### src/hw/rtl/iffc_pkg.sv
package iffc_pkg;

	typedef enum logic [3:0] {
		PH_FORM_TAG   = 4'd0,
		PH_FORM_LEN   = 4'd1,
		PH_TYPE_TAG   = 4'd2,
		PH_CHUNK_ID   = 4'd3,
		PH_CHUNK_LEN  = 4'd4,
		PH_BODY       = 4'd5,
		PH_PAD        = 4'd6,
		PH_FRAME_HDR  = 4'd7,
		PH_FRAME_VAL  = 4'd8,
		PH_STACK_SKIP = 4'd9,
		PH_TRAILING   = 4'd10
	} phase_t;

	localparam logic [2:0] FATAL_NONE     = 3'd0;
	localparam logic [2:0] FATAL_NO_FORM  = 3'd1;
	localparam logic [2:0] FATAL_PREMATURE = 3'd2;
	localparam logic [2:0] FATAL_NO_IFZS  = 3'd3;
	localparam logic [2:0] FATAL_SHORT    = 3'd4;
	localparam logic [2:0] FATAL_NO_ROOM  = 3'd5;
	localparam logic [2:0] FATAL_BAD_ID   = 3'd6;
	localparam logic [2:0] FATAL_OVERRUN  = 3'd7;

	localparam logic [1:0] VERDICT_VALID   = 2'd0;
	localparam logic [1:0] VERDICT_INVALID = 2'd1;
	localparam logic [1:0] VERDICT_FATAL   = 2'd2;

	localparam logic [3:0] KIND_UNKNOWN = 4'd0;
	localparam logic [3:0] KIND_IFHD    = 4'd1;
	localparam logic [3:0] KIND_CMEM    = 4'd2;
	localparam logic [3:0] KIND_UMEM    = 4'd3;
	localparam logic [3:0] KIND_STKS    = 4'd4;

	localparam logic [4:0] SEEN_HEADER = 5'h01;
	localparam logic [4:0] SEEN_MEMORY = 5'h02;
	localparam logic [4:0] SEEN_STACKS = 5'h04;
	localparam logic [4:0] SEEN_CMEM   = 5'h08;
	localparam logic [4:0] SEEN_UMEM   = 5'h10;

	localparam logic [7:0] ID_LOW  = 8'h20;
	localparam logic [7:0] ID_HIGH = 8'h7E;
	localparam logic [31:0] IFHD_MIN_LEN = 32'd13;

	typedef logic [31:0] id_table_t [10];
	localparam id_table_t ID_TABLE = '{
		32'h49466864, 32'h434D656D, 32'h554D656D, 32'h53746B73, 32'h496E7444,
		32'h414E4E4F, 32'h41555448, 32'h4E414D45, 32'h28632920, 32'h20202020
	};

	typedef logic [7:0] tag_t [4];
	localparam tag_t FORM_TAG = '{8'h46, 8'h4F, 8'h52, 8'h4D};
	localparam tag_t TYPE_TAG = '{8'h49, 8'h46, 8'h5A, 8'h53};

	typedef struct packed {
		logic        chunk_seen;
		logic [3:0]  chunk_kind;
		logic [31:0] chunk_length;
		logic [15:0] error_total;
		logic [15:0] warning_total;
		logic [2:0]  fatal_code;
		logic        finished;
		logic [1:0]  verdict;
		logic [2:0]  missing_mask;
	} result_t;

	function automatic logic [3:0] kind_of(input logic [31:0] id);
		logic [3:0] k;
		k = KIND_UNKNOWN;
		for (int i = 9; i >= 0; i--) begin
			if (ID_TABLE[i] == id) k = 4'(i + 1);
		end
		return k;
	endfunction

	function automatic logic [15:0] sat_inc(input logic [15:0] v);
		return (v == 16'hFFFF) ? v : v + 16'd1;
	endfunction

endpackage

### src/hw/rtl/iffc_parser.sv
module iffc_parser
	import iffc_pkg::*;
(
	input  logic        clk,
	input  logic        arst_n,
	input  logic        step,
	input  logic [7:0]  data_byte,
	input  logic        end_of_stream,
	output result_t     result
);

	phase_t      phase_q, ph;
	logic [2:0]  cnt_q, cnt;
	logic [31:0] form_q, form;
	logic [31:0] chunk_q, chunk;
	logic [31:0] tag_q, tag;
	logic        pad_q, pad;
	logic [4:0]  seen_q, seen;
	logic [15:0] err_q, err;
	logic [15:0] warn_q, warn;
	logic [31:0] stack_q, stack;
	logic [15:0] fhdr_q, fhdr;
	logic [16:0] fval_q, fval;
	logic        trail_q, trail;
	logic        stop_q, stop;
	logic [2:0]  fatal;
	result_t     res;

	logic [31:0] cklen, room, stack_dec;
	logic [3:0]  kind;
	logic [16:0] words;
	logic        bad_id;

	assign cklen = {chunk_q[23:0], data_byte};
	assign room = form_q - 32'd8;
	assign kind = kind_of(tag_q);
	assign stack_dec = stack_q - 32'd1;
	assign words = fval_q + {1'b0, fhdr_q[15:8], data_byte};
	// check the four ID bytes as they stand after this byte shifts in
	assign bad_id = (tag_q[23:16] < ID_LOW) || (tag_q[23:16] > ID_HIGH)
		|| (tag_q[15:8] < ID_LOW) || (tag_q[15:8] > ID_HIGH)
		|| (tag_q[7:0] < ID_LOW) || (tag_q[7:0] > ID_HIGH)
		|| (data_byte < ID_LOW) || (data_byte > ID_HIGH);

	always_comb begin
		logic [31:0] fl, sl;
		logic        pd, do_end, do_next, do_skip, do_bound;
		ph = phase_q; cnt = cnt_q; form = form_q; chunk = chunk_q; tag = tag_q;
		pad = pad_q; seen = seen_q; err = err_q; warn = warn_q; stack = stack_q;
		fhdr = fhdr_q; fval = fval_q; trail = trail_q; stop = stop_q;
		fatal = FATAL_NONE;
		res = '0;
		fl = form_q; sl = stack_q; pd = pad_q;
		do_end = 1'b0; do_next = 1'b0; do_skip = 1'b0; do_bound = 1'b0;
		if (!stop_q) begin
			if (end_of_stream) begin
				if (phase_q == PH_FORM_TAG) fatal = FATAL_NO_FORM;
				else if (phase_q == PH_TYPE_TAG) fatal = FATAL_NO_IFZS;
				else if (phase_q != PH_TRAILING) fatal = FATAL_PREMATURE;
				else begin
					if (trail_q) warn = sat_inc(warn_q);
					res.missing_mask = ~seen_q[2:0];
					res.verdict = (res.missing_mask != 3'd0 || err_q != 16'd0)
						? VERDICT_INVALID : VERDICT_VALID;
					res.finished = 1'b1;
					stop = 1'b1;
				end
			end else begin
				case (phase_q)
					PH_FORM_TAG: begin
						if (data_byte != FORM_TAG[cnt_q[1:0]]) fatal = FATAL_NO_FORM;
						else if (cnt_q == 3'd3) begin ph = PH_FORM_LEN; cnt = '0; end
						else cnt = cnt_q + 3'd1;
					end
					PH_FORM_LEN: begin
						form = {form_q[23:0], data_byte};
						if (cnt_q == 3'd3) begin ph = PH_TYPE_TAG; cnt = '0; end
						else cnt = cnt_q + 3'd1;
					end
					PH_TYPE_TAG: begin
						if (data_byte != TYPE_TAG[cnt_q[1:0]]) fatal = FATAL_NO_IFZS;
						else if (cnt_q == 3'd3) begin
							if (form_q < 32'd4) fatal = FATAL_SHORT;
							else begin
								fl = form_q - 32'd4;
								form = fl;
								if (fl[0]) err = sat_inc(err_q);
								do_bound = 1'b1;
							end
						end else cnt = cnt_q + 3'd1;
					end
					PH_CHUNK_ID: begin
						tag = {tag_q[23:0], data_byte};
						if (cnt_q == 3'd3) begin
							if (bad_id) fatal = FATAL_BAD_ID;
							else begin ph = PH_CHUNK_LEN; cnt = '0; chunk = '0; end
						end else cnt = cnt_q + 3'd1;
					end
					PH_CHUNK_LEN: begin
						chunk = cklen;
						if (cnt_q != 3'd3) cnt = cnt_q + 3'd1;
						else begin
							cnt = 3'd4;
							res.chunk_seen = 1'b1;
							res.chunk_kind = kind;
							res.chunk_length = cklen;
							if (cklen > room || (room - cklen) < {31'd0, cklen[0]})
								fatal = FATAL_OVERRUN;
							else begin
								fl = room - cklen - {31'd0, cklen[0]};
								form = fl;
								pd = cklen[0];
								pad = pd;
								if (kind == KIND_IFHD) begin
									if (seen_q[0]) warn = sat_inc(warn_q);
									else begin
										if (seen_q[2] || seen_q[1]) begin
											err = sat_inc(err_q);
											if (cklen < IFHD_MIN_LEN) err = sat_inc(sat_inc(err_q));
										end else if (cklen < IFHD_MIN_LEN) err = sat_inc(err_q);
										seen = seen_q | SEEN_HEADER;
									end
								end else if (kind == KIND_CMEM || kind == KIND_UMEM) begin
									if (seen_q[1]) warn = sat_inc(warn_q);
									else seen = seen_q | SEEN_MEMORY
										| ((kind == KIND_CMEM) ? SEEN_CMEM : SEEN_UMEM);
								end else if (kind == KIND_STKS) begin
									if (seen_q[2]) warn = sat_inc(warn_q);
								end
								if (kind == KIND_STKS && !seen_q[2]) begin
									seen = seen_q | SEEN_STACKS;
									chunk = '0;
									sl = cklen;
									stack = cklen;
									do_next = 1'b1;
								end else if (cklen == 32'd0) do_end = 1'b1;
								else ph = PH_BODY;
							end
						end
					end
					PH_BODY: begin
						chunk = chunk_q - 32'd1;
						if (chunk == 32'd0) do_end = 1'b1;
					end
					PH_PAD: begin
						pad = 1'b0; pd = 1'b0;
						do_bound = 1'b1;
					end
					PH_FRAME_HDR: begin
						sl = stack_dec;
						stack = sl;
						if (cnt_q == 3'd3) fval = {13'd0, data_byte[3:0]};
						else if (cnt_q == 3'd6) fhdr = {data_byte, 8'd0};
						if (cnt_q != 3'd7) cnt = cnt_q + 3'd1;
						else begin
							fhdr = {fhdr_q[15:8], data_byte};
							if ({15'd0, words} > {1'b0, sl[31:1]}) begin
								cnt = '0;
								do_skip = 1'b1;
							end else begin
								fval = words;
								cnt = '0;
								if (words == 17'd0) do_next = 1'b1;
								else ph = PH_FRAME_VAL;
							end
						end
					end
					PH_FRAME_VAL: begin
						sl = stack_dec;
						stack = sl;
						cnt = {2'b00, ~cnt_q[0]};
						if (cnt_q[0]) begin
							fval = fval_q - 17'd1;
							if (fval == 17'd0) do_next = 1'b1;
						end
					end
					PH_STACK_SKIP: begin
						sl = stack_dec;
						stack = sl;
						if (sl == 32'd0) begin err = sat_inc(err_q); do_end = 1'b1; end
					end
					default: trail = 1'b1;
				endcase
				// frame walk (next frame, skip the rest, or end the chunk), then pad and chunk-boundary check
				if (do_next) begin
					if (sl == 32'd0) do_end = 1'b1;
					else if (sl < 32'd8) do_skip = 1'b1;
					else begin
						ph = PH_FRAME_HDR; cnt = '0; fhdr = '0; fval = '0;
					end
				end
				if (do_skip) begin
					if (sl == 32'd0) begin err = sat_inc(err); do_end = 1'b1; end
					else ph = PH_STACK_SKIP;
				end
				if (do_end) begin
					if (pd) ph = PH_PAD;
					else do_bound = 1'b1;
				end
				if (do_bound) begin
					if (fl == 32'd0) ph = PH_TRAILING;
					else if (fl < 32'd8) fatal = FATAL_NO_ROOM;
					else begin ph = PH_CHUNK_ID; cnt = '0; end
				end
			end
			if (fatal != FATAL_NONE) begin
				res.fatal_code = fatal;
				res.finished = 1'b1;
				res.verdict = VERDICT_FATAL;
				res.missing_mask = '0;
				stop = 1'b1;
			end
		end
		res.error_total = err;
		res.warning_total = warn;
	end

	assign result = res;

	always_ff @(posedge clk or negedge arst_n) begin
		if (!arst_n) begin
			phase_q <= PH_FORM_TAG; cnt_q <= '0; form_q <= '0; chunk_q <= '0;
			tag_q <= '0; pad_q <= 1'b0; seen_q <= '0; err_q <= '0; warn_q <= '0;
			stack_q <= '0; fhdr_q <= '0; fval_q <= '0; trail_q <= 1'b0; stop_q <= 1'b0;
		end else if (step) begin
			phase_q <= ph; cnt_q <= cnt; form_q <= form; chunk_q <= chunk;
			tag_q <= tag; pad_q <= pad; seen_q <= seen; err_q <= err; warn_q <= warn;
			stack_q <= stack; fhdr_q <= fhdr; fval_q <= fval; trail_q <= trail;
			stop_q <= stop;
		end
	end

`ifndef NO_ASSERTIONS
	a_err_mono: assert property (@(posedge clk) disable iff (!arst_n)
		step |=> err_q >= $past(err_q))
		else $error("error count went down");
	a_stop_hold: assert property (@(posedge clk) disable iff (!arst_n)
		stop_q |=> stop_q)
		else $error("stop flag cleared");
	a_fin_stop: assert property (@(posedge clk) disable iff (!arst_n)
		(step && res.finished) |=> stop_q)
		else $error("verdict without stop");
`endif

endmodule

### config.mk
export PLATFORM = sky130hd
export DESIGN_NAME = iffc_parser
export DESIGN_NICKNAME = d
export VERILOG_FILES = /design/src/hw/rtl/iffc_pkg.sv /design/src/hw/rtl/iffc_parser.sv
export SDC_FILE = /design/constraint.sdc
export NUM_CORES = 1
export LEC_CHECK = 0
export BUFFER_PORTS_ARGS = -buffer_cell sky130_fd_sc_hd__buf_4
export CELL_PAD_IN_SITES_DETAIL_PLACEMENT = 0
export CELL_PAD_IN_SITES_GLOBAL_PLACEMENT = 2
export CORE_ASPECT_RATIO = 1.75
export CORE_UTILIZATION = 34
export CTS_BUF_LIST = sky130_fd_sc_hd__clkbuf_2 sky130_fd_sc_hd__clkbuf_4 sky130_fd_sc_hd__clkbuf_8
export CTS_CLUSTER_SIZE = 28
export DETAILED_ROUTE_END_ITERATION = 12
export HOLD_SLACK_MARGIN = 0.1
export PLACE_DENSITY_LB_ADDON = 0.1
export SETUP_SLACK_MARGIN = 0.02
export SYNTH_ARGS = -nofsm -noshare
export SYNTH_HDL_FRONTEND = slang
export SYNTH_SLANG_ARGS = --single-unit
### constraint.sdc
create_clock -name clk -period 7.76 [get_ports clk]
set_input_delay 0.776 -clock clk [delete_from_list [all_inputs] [get_ports clk]]
set_output_delay 0.776 -clock clk [all_outputs]
set_load 0.03 [all_outputs]
==> flow_metrics.env <==
export IMPL_outcome="complete, but fails checks"
export IMPL_violations="negative setup slack"
export IMPL_ir_drop_uv=133.5
export IMPL_cp_max_fo=10
export IMPL_tightest_slew_ps=1108
export IMPL_drt_pass1_iterations=9
export IMPL_netlist_area_um2=23460
export IMPL_slew_headroom_pct=26.04
export IMPL_grtUsageTotal_pct=34.70
export IMPL_reg2regPathDepth=32
export IMPL_synth_warnings=0
export IMPL_ys_async_sr_fraction_pct=100.0
export IMPL_vias=28160
export IMPL_clkPwrFrac_pct=21.7
export IMPL_cts_buffers=17
export IMPL_layout_min_cycle_time_ps=8432
export IMPL_cts_path_max_buffers=2
export IMPL_hold_viol=0
export IMPL_cts_tree="yes"
export IMPL_grt_pass1_vias=27930
export IMPL_seqPwrFrac_pct=33.8
export IMPL_dp_hpwl_um=97340
export IMPL_wirelength_um=123000
export IMPL_wl_per_cell_um=27.23
export IMPL_gp_congestion=0.9617
export IMPL_p_switching_w=0.001612
export IMPL_crit_path_max_incr_delay_ps=560
export IMPL_insertion_delay_ps=640
export IMPL_layout_setup_ws_ps=-672.0
export IMPL_rows=127
export IMPL_clock_skew_ps=39.43
export IMPL_drc=0
export IMPL_fp_dieH_um=349.5
export IMPL_dp_cells=4432
export IMPL_setup_viol=20
export IMPL_syn_area_per_cell_um2=7.095
export IMPL_worstSetupPathType="flop to output pin"
export IMPL_core_um2=68330
export IMPL_crit_path_end_kind="output pin"
export IMPL_switching_share_pct=45.21
export IMPL_whs_ps=527.1
export IMPL_overflow=0
export IMPL_power_internal_w=0.001954
export IMPL_synth_edf_count=0
export IMPL_die_w_um=200.6
export IMPL_antenna_found_initial=4
export IMPL_cp_slowest_cell="or4_4"
export IMPL_maxCapViolCount=0
export IMPL_fmax_mhz=118.6
export IMPL_fin_cells=4515
export IMPL_yosysSeqAreaShare_pct=21.12
export IMPL_rsz0062_at_grt="yes"
export IMPL_cts_max_level=4
export IMPL_postRouteAntennaNets=0
export IMPL_final_area_um2=28970
export IMPL_grt_pass1_wl_um=182600
export IMPL_ys_seq_elements=198
export IMPL_nets=3700
export IMPL_dr_first_iter_drc_count=2229
export IMPL_worstPathArrival_ps=7660
export IMPL_drive_above_1_share_pct=21.52
export IMPL_leakage_nw=11.98
export IMPL_start_kind="flop"
export IMPL_yosys_most_used_dff="dfrtp_1"
export IMPL_worstPathRequired_ps=6980
export IMPL_cpMostUsedCell="or4_4"
export IMPL_root_buffer="clkbuf_8"
export IMPL_synthToLayoutAreaGrowth_pct=23.46
export IMPL_floorplan_initialDensity_pct=34.34
export IMPL_placed_cell_area_um2=27430
export IMPL_power_density_nw_per_um2=123.1
export IMPL_fill_cells=7205
export IMPL_comb_power_share_pct=44.5
export IMPL_synthCells=3307
export IMPL_syn_nets=3410
export IMPL_hp_class="flop to flop"
export IMPL_cts_sinks=198
export IMPL_grt_max_degree=93
export IMPL_holdPathStages=1
export IMPL_port_buffers=89
export IMPL_period_share_pct=108.7
export IMPL_ioPinCount=90
export IMPL_dp_slack_ps=-471.5
export IMPL_die_area_um2=70110
export IMPL_synth_cell_types=101
export IMPL_routed_via_density=6.237
export IMPL_clk_pin_slew_ps=130
export IMPL_final_max_slew_viol_count=0
-- final timing paths --
kind	from	endpoint	slack (ps)
max in group asynchronous	arst_n	stack_q[3]	5420
hold / removal	trail_q	trail_q	530
min in group asynchronous	arst_n	warn_q[0]	660
setup / recovery	form_q[4]	result[34]	-670
hold reg to reg	trail_q	trail_q	530
setup reg to reg	form_q[4]	err_q[15]	60
-- Yosys cell counts (30+ instances only) --
library cell | n | area share (%)
xnor2_1 | 95 | 3.5
a21oi_1 | 231 | 4.9
nor2_1 | 329 | 5.3
and3_1 | 33 | 0.88
inv_1 | 93 | 1.5
mux2_2 | 47 | 2.3
a31oi_1 | 43 | 1.1
xor2_1 | 61 | 2.3
a21o_1 | 36 | 1.2
o21ai_0 | 291 | 6.2
dfrtp_1 | 198 | 21
or3_1 | 57 | 1.5
ha_1 | 89 | 4.7
clkbuf_1 | 210 | 3.4
nor4_1 | 69 | 1.8
nand2_1 | 373 | 6.0
mux2i_1 | 31 | 1.3
nand3_1 | 102 | 2.2
nor3_1 | 141 | 3.0
a22oi_1 | 30 | 0.96
o31ai_1 | 43 | 1.4
o21ai_1 | 32 | 0.68
nand4_1 | 65 | 1.7
-- per-layer routing --
metal / share of wire (%) / track usage, %
met3: 4.3 / 3.893
met5: 0.011 / 0
met1: 36 / 35.54
met4: 8.4 / 26.61
met2: 52 / 64.35
-- sequential cells by signal, indices dropped and copies added, names as in the netlist --
signal,count
fval_q,17
warn_q,16
pad_q,1
trail_q,1
cnt_q,3
tag_q,32
form_q,32
stack_q,32
chunk_q,32
fhdr_q,8
phase_q,4
err_q,16
stop_q,1
seen_q,3
-- power by group through the flow --
stage	combinational, W	clock (W)	sequential [W]
after floorplan	0.000945	0	0.00115
after global placement	0.00148	0	0.00122
after detailed placement	0.00149	0	0.00122
after CTS	0.00153	0.000799	0.00120
after global routing	0.00171	0.000832	0.00121
final	0.00159	0.000774	0.00120
-- worst max-delay path: cells and delay by family (launching register included) --
kind            cells  cell delay [ps]
flops               1              430
xor+xnor            2              500
buf+inv             5              600
compound gates      7             1190
simple gates       13             3710
fa+ha+maj           3              580
-- cell type report --
| class | instances | area, µm² | area share, % |
|---|---|---|---|
| multi-input combinational | 2777 | 18080 | 62.41 |
| sequential | 198 | 4955 | 17.10 |
| timing repair buffer | 509 | 4026 | 13.90 |
| tap | 903 | 1130 | 3.900 |
| inverter | 94 | 357.8 | 1.235 |
| clock buffer | 19 | 261.5 | 0.9027 |
| clock inverter | 13 | 152.6 | 0.5270 |
| antenna | 2 | 5.005 | 0.01728 |
-- layout by cell type, fill, tap and decap left out, drive strengths merged, types with 26 or more instances in the layout --
master | synthesis | routed
and2 | 29 | 29
a221oi | 27 | 27
a21oi | 231 | 231
or3 | 57 | 57
dfrtp | 198 | 198
or4 | 30 | 30
nand3 | 102 | 102
nor2 | 331 | 331
o22ai | 28 | 28
and3 | 33 | 33
ha | 89 | 89
nand4 | 66 | 66
nor2b | 29 | 29
a22oi | 30 | 30
o31ai | 44 | 44
nand2b | 28 | 28
nand2 | 373 | 373
a21o | 36 | 36
xor2 | 61 | 61
buf | 27 | 508
inv | 93 | 99
o21a | 27 | 27
a31oi | 43 | 43
nor4 | 77 | 77
nor3 | 143 | 143
a211oi | 32 | 32
o211ai | 26 | 26
mux2i | 31 | 31
xnor2 | 95 | 95
mux2 | 47 | 47
o21ai | 323 | 323
-- kinds of logic after synthesis --
group                    Yosys count  share of synthesized area, %
AO/OA/AOI/OAI                   1034                         28.27
buffers and inverters            332                         5.439
flip-flops                       198                         21.12
multiplexers                      78                         3.578
adder cells (fa/ha/maj)           91                         4.917
XOR/XNOR                         156                         5.823
AND/OR/NAND/NOR                 1418                         30.86
-- through the flow --
| step | TNS [ps] | utilization [%] | power (W) |
|---|---|---|---|
| 6_report | -12000 | 42.40 | 0.003566 |
| 5_1_grt | -17540 | 42.39 | 0.003754 |
| 4_1_cts | -12090 | 41.63 | 0.003532 |
| 3_5_place_dp | -5517 | 40.14 | 0.002710 |
| 3_3_place_gp | -4453 | 40.14 | 0.002696 |
| 2_1_floorplan | -1632 | - | 0.002090 |
-- timing repair --
action	4_1_cts	5_1_grt
setup endpoints to repair	36	38
gates cloned	0	0
pin swaps	37	39
hold buffers	1	0
buffers inserted	28	20
hold endpoints to repair	15	0
gates resized for setup	83	87
(Power assumes the default switching activity.)
